===== config.mk =====
export PLATFORM = sky130hd
export DESIGN_NAME = trial_division_prime_counter_flat
export DESIGN_NICKNAME = d
export VERILOG_FILES = /design/src/design/tdpc_pkg.sv /design/src/design/tdpc_if.sv /design/src/design/tdpc_front.sv /design/src/design/tdpc_back.sv /design/src/design/trial_division_prime_counter.sv /design/src/flat_wrapper.sv
export SDC_FILE = /design/constraint.sdc
export NUM_CORES = 1
export LEC_CHECK = 0
export ABC_AREA = 1
export BUFFER_PORTS_ARGS = -buffer_cell sky130_fd_sc_hd__buf_2
export CAP_MARGIN = 20
export CORE_ASPECT_RATIO = 1.25
export CORE_MARGIN = 2
export CORE_UTILIZATION = 61
export DETAILED_ROUTE_END_ITERATION = 16
export PLACE_DENSITY = 0.77
export REMOVE_ABC_BUFFERS = 1
export SLEW_MARGIN = 20
export SYNTH_ARGS = -nofsm -noshare
export SYNTH_HDL_FRONTEND = slang
export SYNTH_HIERARCHICAL = 1
export SYNTH_SLANG_ARGS = --single-unit

===== constraint.sdc =====
create_clock -name i_clk -period 6.3 [get_ports i_clk]
set_clock_uncertainty 0.15 [all_clocks]
set_input_delay 1.575 -clock i_clk [delete_from_list [all_inputs] [get_ports i_clk]]
set_output_delay 1.575 -clock i_clk [all_outputs]
set_load 0.005 [all_outputs]

===== src/design/tdpc_pkg.sv =====
`timescale 1ns / 1ps
// Package for the trial division prime counter.
// Widths, job class codes and the front-to-back job type; no dependencies.
package tdpc_pkg;

    localparam int VALUE_W   = 24;
    localparam int TALLY_W   = 24;
    localparam int DIV_W     = VALUE_W / 2 + 1;
    localparam int SQ_W      = 2 * DIV_W;
    localparam int BIT_W     = $clog2(VALUE_W);
    localparam int Q_DEPTH   = 4;
    localparam int Q_PTR_W   = $clog2(Q_DEPTH);

    localparam logic [TALLY_W-1:0] TALLY_MAX = {TALLY_W{1'b1}};

    localparam logic [1:0] CLS_COMPOSITE = 2'd0;
    localparam logic [1:0] CLS_PRIME     = 2'd1;
    localparam logic [1:0] CLS_TEST      = 2'd2;

    typedef logic [VALUE_W-1:0] t_value;
    typedef logic [TALLY_W-1:0] t_tally;

    typedef struct packed {
        logic       valid;
        logic [1:0] cls;
        t_value     value;
    } t_job;

endpackage


===== src/design/tdpc_if.sv =====
`timescale 1ns / 1ps
// Request channels of the trial division prime counter: candidates in, results out.
// Depends on tdpc_pkg.
interface tdpc_in_if;
    import tdpc_pkg::*;
    logic   valid;
    logic   ready;
    t_value candidate_value;
    modport source (output valid, output candidate_value, input ready);
    modport sink   (input valid, input candidate_value, output ready);
endinterface

interface tdpc_out_if;
    import tdpc_pkg::*;
    logic   valid;
    logic   ready;
    logic   is_prime;
    t_tally prime_total;
    modport source (output valid, output is_prime, output prime_total, input ready);
    modport sink   (input valid, input is_prime, input prime_total, output ready);
endinterface


===== src/design/tdpc_front.sv =====
`timescale 1ns / 1ps
// Front end: accepts candidates, classifies them and queues jobs for the back end.
// Depends on tdpc_pkg and tdpc_if.
module tdpc_front (
    input  logic          i_clk,
    input  logic          i_rst_n,
    tdpc_in_if.sink       i_cand,
    output tdpc_pkg::t_job o_job,
    input  logic          i_pop
);
    import tdpc_pkg::*;

    logic [1:0]         r_cls  [Q_DEPTH];
    t_value             r_val  [Q_DEPTH];
    logic [Q_PTR_W-1:0] r_wr_ptr, n_wr_ptr;
    logic [Q_PTR_W-1:0] r_rd_ptr, n_rd_ptr;
    logic [Q_PTR_W:0]   r_count, n_count;
    logic               push;
    logic               pop;
    logic [1:0]         cls;
    t_value             n;

    assign i_cand.ready = (r_count != Q_PTR_W'(0) + (Q_PTR_W+1)'(Q_DEPTH));
    assign push = i_cand.valid & i_cand.ready;
    assign pop  = i_pop & (r_count != '0);
    assign n    = i_cand.candidate_value;

    always_comb begin
        if (n < t_value'(2)) begin
            cls = CLS_COMPOSITE;
        end else if (n < t_value'(4)) begin
            cls = CLS_PRIME;
        end else if (!n[0]) begin
            cls = CLS_COMPOSITE;
        end else begin
            cls = CLS_TEST;
        end
    end

    always_comb begin
        n_wr_ptr = push ? r_wr_ptr + Q_PTR_W'(1) : r_wr_ptr;
        n_rd_ptr = pop ? r_rd_ptr + Q_PTR_W'(1) : r_rd_ptr;
        n_count  = r_count + (Q_PTR_W+1)'(push) - (Q_PTR_W+1)'(pop);
    end

    always_ff @(posedge i_clk) begin
        if (!i_rst_n) begin
            r_wr_ptr <= '0;
            r_rd_ptr <= '0;
            r_count  <= '0;
        end else begin
            r_wr_ptr <= n_wr_ptr;
            r_rd_ptr <= n_rd_ptr;
            r_count  <= n_count;
        end
    end

    always_ff @(posedge i_clk) begin
        if (push) begin
            r_cls[r_wr_ptr] <= cls;
            r_val[r_wr_ptr] <= n;
        end
    end

    assign o_job.valid = (r_count != '0);
    assign o_job.cls   = r_cls[r_rd_ptr];
    assign o_job.value = r_val[r_rd_ptr];

endmodule


===== src/design/tdpc_back.sv =====
`timescale 1ns / 1ps
// Back end: trial division over odd divisors with a bit-serial remainder unit,
// prime tally and output register. Depends on tdpc_pkg and tdpc_if.
module tdpc_back (
    input  logic           i_clk,
    input  logic           i_rst_n,
    input  tdpc_pkg::t_job i_job,
    output logic           o_pop,
    tdpc_out_if.source     o_res
);
    import tdpc_pkg::*;

    localparam logic [1:0] ST_IDLE  = 2'd0;
    localparam logic [1:0] ST_CHECK = 2'd1;
    localparam logic [1:0] ST_DIV   = 2'd2;
    localparam logic [1:0] ST_DONE  = 2'd3;

    logic [1:0]       r_state, n_state;
    t_value           r_n, n_n;
    logic [DIV_W-1:0] r_d, n_d;
    logic [SQ_W-1:0]  r_sq, n_sq;
    logic [DIV_W-1:0] r_rem, n_rem;
    logic [BIT_W-1:0] r_bit, n_bit;
    logic             r_prime, n_prime;
    t_tally           r_tally, n_tally;
    logic             r_valid, n_valid;
    logic             r_out_prime, n_out_prime;
    t_tally           r_total, n_total;

    logic [DIV_W:0]   rem_sh;
    logic [DIV_W:0]   rem_sub;
    logic [DIV_W-1:0] rem_new;
    logic             out_free;

    assign out_free = !r_valid || o_res.ready;
    assign rem_sh   = {r_rem, r_n[r_bit]};
    assign rem_sub  = rem_sh - {1'b0, r_d};
    assign rem_new  = (rem_sh >= {1'b0, r_d}) ? rem_sub[DIV_W-1:0] : rem_sh[DIV_W-1:0];

    always_comb begin
        n_state     = r_state;
        n_n         = r_n;
        n_d         = r_d;
        n_sq        = r_sq;
        n_rem       = r_rem;
        n_bit       = r_bit;
        n_prime     = r_prime;
        n_tally     = r_tally;
        n_valid     = r_valid && !o_res.ready;
        n_out_prime = r_out_prime;
        n_total     = r_total;
        o_pop       = 1'b0;
        unique case (r_state)
            ST_IDLE: begin
                if (i_job.valid) begin
                    o_pop   = 1'b1;
                    n_n     = i_job.value;
                    n_d     = DIV_W'(3);
                    n_sq    = SQ_W'(9);
                    n_prime = (i_job.cls == CLS_PRIME);
                    n_state = (i_job.cls == CLS_TEST) ? ST_CHECK : ST_DONE;
                end
            end
            ST_CHECK: begin
                if (r_sq > SQ_W'(r_n)) begin
                    n_prime = 1'b1;
                    n_state = ST_DONE;
                end else begin
                    n_rem   = '0;
                    n_bit   = BIT_W'(VALUE_W - 1);
                    n_state = ST_DIV;
                end
            end
            ST_DIV: begin
                n_rem = rem_new;
                if (r_bit == '0) begin
                    if (rem_new == '0) begin
                        n_prime = 1'b0;
                        n_state = ST_DONE;
                    end else begin
                        n_d     = r_d + DIV_W'(2);
                        n_sq    = r_sq + SQ_W'({r_d, 2'b00}) + SQ_W'(4);
                        n_state = ST_CHECK;
                    end
                end else begin
                    n_bit = r_bit - BIT_W'(1);
                end
            end
            ST_DONE: begin
                if (out_free) begin
                    if (r_prime && r_tally != TALLY_MAX) begin
                        n_tally = r_tally + t_tally'(1);
                    end
                    n_valid     = 1'b1;
                    n_out_prime = r_prime;
                    n_total     = n_tally;
                    n_state     = ST_IDLE;
                end
            end
            default: n_state = ST_IDLE;
        endcase
    end

    always_ff @(posedge i_clk) begin
        if (!i_rst_n) begin
            r_state <= ST_IDLE;
            r_tally <= '0;
            r_valid <= 1'b0;
        end else begin
            r_state <= n_state;
            r_tally <= n_tally;
            r_valid <= n_valid;
        end
    end

    always_ff @(posedge i_clk) begin
        r_n         <= n_n;
        r_d         <= n_d;
        r_sq        <= n_sq;
        r_rem       <= n_rem;
        r_bit       <= n_bit;
        r_prime     <= n_prime;
        r_out_prime <= n_out_prime;
        r_total     <= n_total;
    end

    assign o_res.valid       = r_valid;
    assign o_res.is_prime    = r_out_prime;
    assign o_res.prime_total = r_total;

endmodule


===== src/design/trial_division_prime_counter.sv =====
`timescale 1ns / 1ps
// Trial division prime counter: one result (prime flag, running prime count) per
// candidate. The front end classifies values below 4 and even values at once and
// queues up to four jobs; the back end tests odd candidates of 5 and up against
// divisors 3, 5, 7, ... while the divisor squared does not exceed the candidate,
// using a remainder unit that takes one candidate bit per cycle. A classified item
// passes the back end through its idle and done states; an odd candidate also
// takes a check state and a divide pass for each divisor tried (at most about
// 2048 for a prime near 2^24). The prime count saturates at 16777215.
// Depends on tdpc_pkg, tdpc_if, tdpc_front and tdpc_back.
module trial_division_prime_counter (
    input  logic        i_clk,
    input  logic        i_rst_n,
    tdpc_in_if.sink     i_cand,
    tdpc_out_if.source  o_res
);
    import tdpc_pkg::*;

    t_job job;
    logic pop;

    tdpc_front u_front (
        .i_clk   (i_clk),
        .i_rst_n (i_rst_n),
        .i_cand  (i_cand),
        .o_job   (job),
        .i_pop   (pop)
    );

    tdpc_back u_back (
        .i_clk   (i_clk),
        .i_rst_n (i_rst_n),
        .i_job   (job),
        .o_pop   (pop),
        .o_res   (o_res)
    );

endmodule


===== src/flat_wrapper.sv =====
// flat-port wrapper written by rule: the top's interface ports become plain ports
module trial_division_prime_counter_flat import tdpc_pkg::*;
  (i_clk, i_rst_n, i_cand_valid, i_cand_candidate_value, i_cand_ready, o_res_valid, o_res_is_prime, o_res_prime_total, o_res_ready);
  tdpc_in_if i_cand_i ();
  tdpc_out_if o_res_i ();
  input  logic i_clk;
  input  logic i_rst_n;
  input wire logic [$bits(i_cand_i.valid)-1:0] i_cand_valid;
  input wire logic [$bits(i_cand_i.candidate_value)-1:0] i_cand_candidate_value;
  output wire logic [$bits(i_cand_i.ready)-1:0] i_cand_ready;
  output wire logic [$bits(o_res_i.valid)-1:0] o_res_valid;
  output wire logic [$bits(o_res_i.is_prime)-1:0] o_res_is_prime;
  output wire logic [$bits(o_res_i.prime_total)-1:0] o_res_prime_total;
  input wire logic [$bits(o_res_i.ready)-1:0] o_res_ready;
  assign i_cand_i.valid = i_cand_valid;
  assign i_cand_i.candidate_value = i_cand_candidate_value;
  assign i_cand_ready = i_cand_i.ready;
  assign o_res_valid = o_res_i.valid;
  assign o_res_is_prime = o_res_i.is_prime;
  assign o_res_prime_total = o_res_i.prime_total;
  assign o_res_i.ready = o_res_ready;
  trial_division_prime_counter u_core (.i_clk(i_clk), .i_rst_n(i_rst_n), .i_cand(i_cand_i), .o_res(o_res_i));
endmodule

==> summary.txt <==
Post-CTS Hold Fix Bufs - 0
Clock Pin Slew Worst Setup and Hold Paths - 0.06 ns
Worst Path Max Fanout - 35
Slowest-stage cell, CP - edfxtp_1
Vias per cell - 5.511
Startpoint types - flop
Cell accounting for the most synthesized area - edfxtp_1
LEAKAGE - 5.618 nW
Crit. End Element - flop
Crit path arrival time - 4.57 ns
First-pass GRT wire length - 40540 µm
Commonest non-fill, non-tap cell in the layout - edfxtp_1
# Max-Cap Violations - 0
RSZ-0062 raised after global routing - no
Layout cells sized above 1 - 10.41%
CTS root buf - clkbuf_16
Final wirelength - 25040 µm
Slew Viols, Final - 0
Hold crit path type - flop to flop
Post-synthesis register bit count - 243
Adder-cell share of the synthesized area - 7.749%
Fin cells - 1582
Die Y - 162.4 µm
CP cell instances - inv_2, o21ai_0, nand3_1, nand3_1, nand2_1, nand2_1, inv_2, fa_1, inv_1, o21ai_2, nand2_1, nand2_2, nand4_1, nand3_2, xor2_2, nand2_1, nor2_1, nand3_1, nor2_2, nand3_1, o211ai_1, inv_1, buf_4
Antenna violations before repair - 1
Area delta synth->final - 10.77%
Number of DRC markers in iteration 0 - 630
Met3 usage - 3.121%
Io pins - 55
Mux cell area share after synthesis - 0%
Post-synthesis instance total - 1241
P_sw - 2.615 mW
Register area share after synthesis - 56.68%
Placed Cells - 1535
Site row count - 57
Maximum vdd drop - 0.3418 mV
Die area - 21220 µm²
Fmax - 219.4 MHz
XOR/XNOR Fraction of Synth Area - 2.208%
Ys Warns - 6
IO buf count - 54
Remaining global-route overflow - 0
Pwr/cell area - 490.0 nW/µm²
Fill cells - 1498
Post-Synth Simple-Gate Area - 14.04%
Setup bufs post-CTS - 0
Gr busiest metal - met2
Critical path type - flop to flop
Reg power frac - 38.3%
Initial Util - 62.63%
Final GP Congestion - 0.9089
H-Tree Depth - 1
Met1 usage in global routing - 30.91%
Nets - 1399
Worst-Margin Slew - 1.043 ns
Most frequent cells in the layout - edfxtp_1 (207), inv_1 (162), nand2_1 (156)
Maximum clock path buffer count - 3
Largest net degree at the start of global routing - 54
Post-CTS Resized - 0
CTS Buf Count - 25
Yosys top cell area share - 50.79%
Clock period minus worst slack - 4.558 ns
Worst skew pair latency - 0.53 ns
GRT Overall Usage - 24.09%
Cell Int Power - 4.027 mW
Worst path required time - 6.31 ns
Gate power share - 39.8%
Status - completed
Cell Area, Synth - 12240 µm²
Horiz. Die Dim - 130.7 µm
Antenna viol nets, final - 0
Clock Power Share - 21.8%
Via count - 8719
Syn_area_per_cell - 9.862 µm²
Final worst-path cycle share - 72.35%
Hpwl dp - 16890 µm
Final setup vio count - 0
Met2 Usage GRT - 42.97%
Main combinational cell family by area after synthesis - simple AND/OR/NAND/NOR gates
Sw Share - 39.37%
Synth Area in Compound Gates - 12.47%
TNS Setup - 0 ns
Top post-synthesis cells by area - edfxtp_1 (51%), ha_1 (7.3%), dfxtp_1 (5.9%)
Clock sink count - 243
Core area - 19540 µm²
TritonRoute pass-1 iters - 5
Relative slew slack - 30.34%
Synth unique cells - 51
CTS tree - done
DRC Markers - 0
Routed wire per std cell - 15.83 µm
Vias in the first global route - 8305
Final hold violation count - 0
Crit-path max cell delay - 0.68 ns
-- logic make-up (layout without fill, tap and decap cells) --
family	after synthesis	in the layout
buf+inv	208	283
flops	243	243
compound gates	281	281
xor+xnor	30	30
fa+ha+maj	74	74
simple gates	405	405
other cells	0	1
-- critical path, delay by kind of cell, from the launching register on --
kind / cells / cell delay, ns
flops: 1 / 0.68
simple gates: 13 / 1.41
buf+inv: 5 / 0.82
fa+ha+maj: 1 / 0.43
xor+xnor: 1 / 0.30
compound gates: 3 / 0.38
-- metrics by stage --
step / setup WS (ns) / instance area, µm² / utilization (%) / power (mW) / hold WS, ns
after floorplan: 1.988 / 12070 / - / 4.459 / 0.2984
after global placement: 1.868 / 12740 / 65.21 / 5.102 / 0.3134
after detailed placement: 1.716 / 12740 / 65.21 / 5.201 / 0.3198
after CTS: 1.722 / 13550 / 69.34 / 6.667 / 0.3496
after global routing: 1.269 / 13550 / 69.36 / 7.158 / 0.3608
final: 1.742 / 13560 / 69.38 / 6.642 / 0.3476
-- layout make-up --
type	count	area, µm²	area share, %
clock buffers	31	648.1	4.781
repair buffers	60	315.3	2.326
diodes	1	2.502	0.01846
multi-input cells	790	4497	33.17
flip-flops and latches	243	6937	51.17
well taps	265	331.6	2.446
clock inverters	15	158.9	1.172
inverters	177	666.9	4.919
-- layer usage --
metal  up-vias  part of all wire (%)
li1       4379                     -
met1      4114                    42
met2       187                    52
met3        39                   4.1
met4         0                   2.0
met5         -                     0
-- cells in the mapped netlist, drive strengths merged --
cell type / count
nor2: 159
dfxtp: 36
nand3: 45
o21a: 8
fa: 3
ha: 71
xor2: 26
edfxtp: 207
a31oi: 4
clkbuf: 12
o311ai: 1
clkinv: 3
o21bai: 2
a211oi: 1
o21ai: 134
nand4: 9
xnor2: 4
inv: 174
a21o: 3
a21boi: 2
o22ai: 26
nand2: 162
buf: 19
nand3b: 3
o221ai: 1
nor3: 21
or2: 2
a21oi: 94
o211ai: 4
o31ai: 1
nor4: 4
-- final timing paths --
kind | startpoint | endpoint | slack, ns | depth (start not counted)
worst max-delay path | u_core/u_back/r_bit[0] | u_core/u_back/r_d[9] | 1.74 | 23
worst min register to register | u_core/u_back/r_prime | u_core/u_back/o_res.is_prime | 0.35 | 0
worst max register to register | u_core/u_back/r_bit[0] | u_core/u_back/r_d[9] | 1.74 | 23
worst min-delay path | u_core/u_back/r_prime | u_core/u_back/o_res.is_prime | 0.35 | 0
-- power groups by stage --
stage               registers [mW]  logic [mW]  clock network [mW]
floorplan                     2.50        1.96                   0
global placement              2.56        2.54                   0
detailed placement            2.58        2.62                   0
CTS                           2.55        2.65                1.47
global route                  2.59        3.03                1.54
finish                        2.55        2.65                1.45
-- flip-flops by register name (all words and copies together) (netlist names), named ones only --
register,count
u_core/u_back/r_prime,1
u_core/u_back/r_sq,23
u_core/u_back/o_res.valid,1
u_core/u_back/o_res.prime_total,24
u_core/u_front/r_cls,8
u_core/u_back/r_rem,13
u_core/u_back/o_res.is_prime,1
u_core/u_front/r_rd_ptr,2
u_core/u_front/r_wr_ptr,2
u_core/u_back/r_bit,5
u_core/u_back/r_state,2
u_core/u_back/r_d,12
u_core/u_front/r_val,96
u_core/u_front/r_count,3
u_core/u_back/r_tally,24
u_core/u_back/r_n,24
No activity file was read; power rests on OpenSTA's default activity.
